$ cat src/sv/bmc_pkg.sv
// Shared types, constants and the byte substitution table for the byte mix block cipher.
package bmc_pkg;

  localparam int unsigned HALF_W     = 64;
  localparam int unsigned KEY_W      = 2 * HALF_W;
  localparam int unsigned KEY_COUNT  = 10;
  localparam int unsigned KEY_IDX_W  = $clog2(KEY_COUNT);
  localparam int unsigned ROUNDS_DEF = 10;
  localparam int unsigned HROT_W     = 6;
  localparam int unsigned LROT_W     = 4;
  localparam int unsigned CFG_IDX_W  = 2;
  localparam int unsigned CFG_DATA_W = 64;

  localparam logic [HROT_W-1:0] HALF_ROT_RST = HROT_W'(13);
  localparam logic [LROT_W-1:0] LANE_ROT_RST = LROT_W'(5);

  typedef enum logic [CFG_IDX_W-1:0] {
    CFG_KEY_LOW  = 2'd0,
    CFG_KEY_HIGH = 2'd1,
    CFG_HALF_ROT = 2'd2,
    CFG_LANE_ROT = 2'd3
  } bmc_cfg_e;

  typedef enum logic [1:0] {
    ST_IDLE,
    ST_ROUND,
    ST_HOLD
  } bmc_state_e;

  typedef struct packed {
    logic                 en;
    logic [KEY_IDX_W-1:0] addr;
    logic [KEY_W-1:0]     data;
  } bmc_key_wr_t;

  localparam logic [7:0] SBOX [256] = '{
    8'h63, 8'h7c, 8'h77, 8'h7b, 8'hf2, 8'h6b, 8'h6f, 8'hc5,
    8'h30, 8'h01, 8'h67, 8'h2b, 8'hfe, 8'hd7, 8'hab, 8'h76,
    8'hca, 8'h82, 8'hc9, 8'h7d, 8'hfa, 8'h59, 8'h47, 8'hf0,
    8'had, 8'hd4, 8'ha2, 8'haf, 8'h9c, 8'ha4, 8'h72, 8'hc0,
    8'hb7, 8'hfd, 8'h93, 8'h26, 8'h36, 8'h3f, 8'hf7, 8'hcc,
    8'h34, 8'ha5, 8'he5, 8'hf1, 8'h71, 8'hd8, 8'h31, 8'h15,
    8'h04, 8'hc7, 8'h23, 8'hc3, 8'h18, 8'h96, 8'h05, 8'h9a,
    8'h07, 8'h12, 8'h80, 8'he2, 8'heb, 8'h27, 8'hb2, 8'h75,
    8'h09, 8'h83, 8'h2c, 8'h1a, 8'h1b, 8'h6e, 8'h5a, 8'ha0,
    8'h52, 8'h3b, 8'hd6, 8'hb3, 8'h29, 8'he3, 8'h2f, 8'h84,
    8'h53, 8'hd1, 8'h00, 8'hed, 8'h20, 8'hfc, 8'hb1, 8'h5b,
    8'h6a, 8'hcb, 8'hbe, 8'h39, 8'h4a, 8'h4c, 8'h58, 8'hcf,
    8'hd0, 8'hef, 8'haa, 8'hfb, 8'h43, 8'h4d, 8'h33, 8'h85,
    8'h45, 8'hf9, 8'h02, 8'h7f, 8'h50, 8'h3c, 8'h9f, 8'ha8,
    8'h51, 8'ha3, 8'h40, 8'h8f, 8'h92, 8'h9d, 8'h38, 8'hf5,
    8'hbc, 8'hb6, 8'hda, 8'h21, 8'h10, 8'hff, 8'hf3, 8'hd2,
    8'hcd, 8'h0c, 8'h13, 8'hec, 8'h5f, 8'h97, 8'h44, 8'h17,
    8'hc4, 8'ha7, 8'h7e, 8'h3d, 8'h64, 8'h5d, 8'h19, 8'h73,
    8'h60, 8'h81, 8'h4f, 8'hdc, 8'h22, 8'h2a, 8'h90, 8'h88,
    8'h46, 8'hee, 8'hb8, 8'h14, 8'hde, 8'h5e, 8'h0b, 8'hdb,
    8'he0, 8'h32, 8'h3a, 8'h0a, 8'h49, 8'h06, 8'h24, 8'h5c,
    8'hc2, 8'hd3, 8'hac, 8'h62, 8'h91, 8'h95, 8'he4, 8'h79,
    8'he7, 8'hc8, 8'h37, 8'h6d, 8'h8d, 8'hd5, 8'h4e, 8'ha9,
    8'h6c, 8'h56, 8'hf4, 8'hea, 8'h65, 8'h7a, 8'hae, 8'h08,
    8'hba, 8'h78, 8'h25, 8'h2e, 8'h1c, 8'ha6, 8'hb4, 8'hc6,
    8'he8, 8'hdd, 8'h74, 8'h1f, 8'h4b, 8'hbd, 8'h8b, 8'h8a,
    8'h70, 8'h3e, 8'hb5, 8'h66, 8'h48, 8'h03, 8'hf6, 8'h0e,
    8'h61, 8'h35, 8'h57, 8'hb9, 8'h86, 8'hc1, 8'h1d, 8'h9e,
    8'he1, 8'hf8, 8'h98, 8'h11, 8'h69, 8'hd9, 8'h8e, 8'h94,
    8'h9b, 8'h1e, 8'h87, 8'he9, 8'hce, 8'h55, 8'h28, 8'hdf,
    8'h8c, 8'ha1, 8'h89, 8'h0d, 8'hbf, 8'he6, 8'h42, 8'h68,
    8'h41, 8'h99, 8'h2d, 8'h0f, 8'hb0, 8'h54, 8'hbb, 8'h16
  };

  function automatic logic [KEY_W-1:0] sub_word(input logic [KEY_W-1:0] w);
    logic [KEY_W-1:0] r;
    r = '0;
    for (int i = 0; i < KEY_W / 8; i++) begin
      r[8*i +: 8] = SBOX[w[8*i +: 8]];
    end
    return r;
  endfunction

endpackage

$ cat src/sv/bmc_ram.sv
// Generic single-write, single-read RAM with registered read data.
module bmc_ram import bmc_pkg::*; #(
  parameter int unsigned Width = KEY_W,
  parameter int unsigned Depth = KEY_COUNT
) (
  input  logic                     clk_i,
  input  logic                     we_i,
  input  logic [$clog2(Depth)-1:0] waddr_i,
  input  logic [Width-1:0]         wdata_i,
  input  logic [$clog2(Depth)-1:0] raddr_i,
  output logic [Width-1:0]         rdata_o
);

  logic [Width-1:0] mem_q [Depth];
  logic [Width-1:0] rdata_q;

  always_ff @(posedge clk_i) begin
    if (we_i) begin
      mem_q[waddr_i] <= wdata_i;
    end
    rdata_q <= mem_q[raddr_i];
  end

  assign rdata_o = rdata_q;

endmodule

$ cat config.mk
export PLATFORM = sky130hd
export DESIGN_NAME = bmc_ram
export DESIGN_NICKNAME = d
export VERILOG_FILES = /design/src/sv/bmc_pkg.sv /design/src/sv/bmc_ram.sv
export SDC_FILE = /design/constraint.sdc
export NUM_CORES = 1
export LEC_CHECK = 0
export BUFFER_PORTS_ARGS = -buffer_cell sky130_fd_sc_hd__buf_2
export CAP_MARGIN = 15
export CORE_MARGIN = 2
export CORE_UTILIZATION = 50
export CTS_CLUSTER_DIAMETER = 120
export DETAILED_ROUTE_END_ITERATION = 10
export PLACE_DENSITY = 0.67
export SLEW_MARGIN = 30
export SYNTH_ARGS = -nofsm -noshare
export SYNTH_HDL_FRONTEND = slang
export SYNTH_SLANG_ARGS = --single-unit
$ cat constraint.sdc
create_clock -name clk_i -period 14.25 [get_ports clk_i]
set_input_delay 0.7125 -clock clk_i [delete_from_list [all_inputs] [get_ports clk_i]]
set_output_delay 0.7125 -clock clk_i [all_outputs]
set_load 0.005 [all_outputs]
Word-level counts from Yosys, hierarchy flattened
Memory sizes are Yosys's and may differ from the RTL's. A register that Yosys moved wholly into a read port is not among the register bits.
Index checks and enable logic that the tools add are counted.
{ "word_totals": {"inputBits": 138, "mem_count": 1, "word_cells": 3, "mem_bits_rw": 1280, "output_inout_bits": 128, "regBits": 0} }
{ "op_classes": {"n_mux": 2} }
{ "mem_list": {"columns": ["memory", "words", "word_bits", "rd", "rd_ports_with_merged_regs", "write_ports", "line", "text"], "rows": [
  ["mem_q", 10, 128, 1, 1, 1, "bmc_ram.sv:14", "logic [Width-1:0] mem_q [Depth];"]
]} }
{ "ops": {"columns": ["cell", "count"], "rows": [
  ["2-to-1 mux 1 bit", 2]
]} }

Logic depth before layout (Yosys ltp)
{ "depth": {"word_depth": 2, "mapped_depth": 6, "ltp_nobuf": 3} }

Least setup slack after synthesis
Ideal clock, no wire load.
{ "synth_path": {"path_type": "input-to-reg", "start": "in waddr_i[3]", "end": "mem mem_q[0][0] (netlist bit), enable pin", "required_time_ns": 13.476, "arrival_ns": 9.867, "n_path_buf": 0, "setup_time_ns": 0.774, "setup_slack_ns": 3.609, "path_stages": 2, "cell_sequence": "or3b_2 nor3_1"} }
{ "synth_rtl": {"columns": ["item", "line", "text"], "rows": [
  ["from (decl)", "bmc_ram.sv:8", "input logic [$clog2(Depth)-1:0] waddr_i,"],
  ["to (decl)", "bmc_ram.sv:14", null]
]} }
Straight into the memory's write port.

==> results.cfg <==
[run_status]
outcome = complete, no violations

[clocking]
cts_buffer_depth = 3
clock_latency_ns = 0.72
cts_inserted_buffers = 143
clk_tree_root_cell = sky130_fd_sc_hd__clkbuf_16
clk_transition_reported_paths_ns = 0.06
htree_levels = 4
cts_tree = yes
postCtsResizedCells = 0
cts_hold_repair.buffers = 0
post-cts-setup-buffers = 0
tritoncts_num_sinks = 1408

[drt]
wire_per_inst_um = 25.1
vias_per_cell = 5.71
drt_wl_total_um = 114000
drt-initial-drc-count = 1861
drt_drc_violations_left = 0
drt.antenna.violating_nets = 0
detail_route.first_pass.iterations = 5
routed-via-count = 26000

[logic_synthesis]
ys_warn_count = 0
ys_ff_latch = 1408
dominantRegCellSynth = sky130_fd_sc_hd__edfxtp_1
yosysMostFrequentCell = sky130_fd_sc_hd__edfxtp_1
postSynth.asyncResetShare = 0
count_of_flip_flops_with_a_built_in_enable_after_synthesis = 1280
ys_top_cells_by_area = sky130_fd_sc_hd__edfxtp_1 73%, sky130_fd_sc_hd__mux2_2 7.7%, sky130_fd_sc_hd__dfxtp_1 4.9%, sky130_fd_sc_hd__mux2i_1 4.9%, sky130_fd_sc_hd__a22o_1 2.1%
synth_top_cell_by_area = sky130_fd_sc_hd__edfxtp_1
postSynthCellCount = 2735
synth.avg_cell_area_um2 = 19.3
yosysUniqueCellTypes = 22
sequential_fraction_of_the_synthesis_area = 0.779
synth.cell_area_um2 = 52600
netlist.area_leader.share = 0.730
list_of_most_frequent_post_synthesis_cells = 1280 x sky130_fd_sc_hd__edfxtp_1, 359 x sky130_fd_sc_hd__mux2_2, 256 x sky130_fd_sc_hd__mux2i_1
synthesis.nets = 2873

[global_routing]
first_global_vias = 26800
global_route.overflow_total = 0
grt_start_max_net_pins = 161
gr-usage-all-layers = 0.211
grt_first_pass_wirelength_um = 168000
grt_antenna_before_repair = 30

[critical_path]
cp.required_ns = 14.82
nature_of_the_critical_path_startpoint = input port
worstSetupEndpointType = flip-flop
crit_arrival_ns = 3.85
path_class = input port to flip-flop
worst-r2r-cell-count = 3
critical_path.max_fanout = 80

[timing]
timing_max_transition_violations_final = 0
fin_ws_ns = 10.96
worst_slew_margin_rel = 0.349
grt_setup_unrepaired = false
fin_crit_ns = 3.29
setup_viol = 0
hold_violations = 0
hold_ws_ns = 0.278
final.setup.tns_ns = 0
post-route-period-util = 0.231
finalClockSkew_ns = 0.0261
max_freq_ghz = 0.304
max_slew.worst_pin.slew_ns = 0.977

[floorplan]
die_x_um = 328
rows = 119
placeableCoreArea_um2 = 105000
initial_util = 0.502
io_pins = 266
die-height_um = 328
die_area_um2 = 108000

[place]
routabilityCongestion = 0.711
detailed_place.area_um2 = 55500
place_hpwl_um = 56400
place_worst_setup_slack_ns = 10.25
port_buffers = 265

[power_and_ir_drop]
worst_ir_drop_vdd_v = 0.0000955
power.static_leakage_nw = 20.7
finalPower_mw = 8.75
powerDensity_nw_per_um2 = 145

[flow_run]
max_cap_violations = 0

[cells_and_area]
fin_nets = 3172
post_route_cells_drive_above_1_share = 0.308
final_cell_area_um2 = 60200
synthToLayoutAreaGrowth_pct = 14.4
fill_cells = 7780

[hold_path]
holdCritPathClass = input port to flip-flop
timing.hold.worst_path_depth = 1
-- state kept, by name, indices dropped and copies added, names as in the netlist --
| register | flops |
|---|---|
| mem_q | 1280 |
| rdata_o | 128 |
-- worst paths after layout --
path | startpoint | end | slack [ns]
max | raddr_i[0] | rdata_o[38] | 10.96
min | wdata_i[75] | mem_q[4][75] | 0.28
max reg2reg | mem_q[1][10] | rdata_o[10] | 13.11
min reg2reg | mem_q[9][4] | rdata_o[4] | 0.55
-- where the power goes --
| part | total [mW] | leakage, nW | switching [mW] | internal, mW |
|---|---|---|---|---|
| Sequential | 4.65 | 12.6 | 0.0329 | 4.61 |
| Clock | 3.66 | 2.28 | 1.47 | 2.19 |
| Combinational | 0.435 | 5.77 | 0.260 | 0.174 |
-- cell usage in the layout (no fill, tap or decap), types with 43 or more instances in the layout --
master,count
sky130_fd_sc_hd__buf_2,263
sky130_fd_sc_hd__o31ai_1,43
sky130_fd_sc_hd__nand2_1,129
sky130_fd_sc_hd__mux2_2,359
sky130_fd_sc_hd__edfxtp_1,1280
sky130_fd_sc_hd__clkbuf_16,147
sky130_fd_sc_hd__o31ai_2,85
sky130_fd_sc_hd__dfxtp_1,128
sky130_fd_sc_hd__o22ai_1,128
sky130_fd_sc_hd__mux2i_1,256
sky130_fd_sc_hd__a22o_1,128
-- logic make-up (layout without fill, tap and decap cells) --
kind of cell / Yosys count / count (layout) / synth area share
buf+inv: 155 / 569 / 0.0166
mux: 640 / 640 / 0.131
other cells: 0 / 6 / 0
flops: 1408 / 1408 / 0.779
compound gates: 384 / 384 / 0.0628
simple gates: 148 / 148 / 0.0111
-- final cells by class --
| class | count | area, um2 | share of cell area |
|---|---|---|---|
| Sequential cell | 1408 | 41000 | 0.681 |
| Multi-Input combinational cell | 1172 | 10900 | 0.180 |
| Clock buffer | 197 | 3990 | 0.0662 |
| Timing Repair Buffer | 309 | 1970 | 0.0327 |
| Tap cell | 1391 | 1740 | 0.0289 |
| Clock inverter | 63 | 662 | 0.0110 |
| Antenna cell | 6 | 15.0 | 0.000249 |
-- metrics by stage --
stage	std cells	util
after detailed placement	4278	0.530
after global routing	4543	0.575
final	4546	0.575
after global placement	4272	0.528
after CTS	4538	0.574
after floorplan	2735	-
-- worst max-delay path, stage by stage --
cell	delay (ns)
sky130_fd_sc_hd__buf_8	0.33
sky130_fd_sc_hd__buf_16	0.40
sky130_fd_sc_hd__buf_4	0.80
sky130_fd_sc_hd__buf_6	0.72
sky130_fd_sc_hd__mux2_2	0.42
sky130_fd_sc_hd__o22ai_1	0.22
sky130_fd_sc_hd__o31ai_2	0.08
-- routing by layer --
| layer | vias up | share of wire | track usage |
|---|---|---|---|
| met5 | - | 0.0017 | 0 |
| met4 | 30 | 0.019 | 0.0577 |
| met3 | 210 | 0.056 | 0.0481 |
| met2 | 631 | 0.51 | 0.369 |
| met1 | 13500 | 0.41 | 0.265 |
| li1 | 11600 | - | - |
Note: power is estimated with default switching activity, not from simulation.
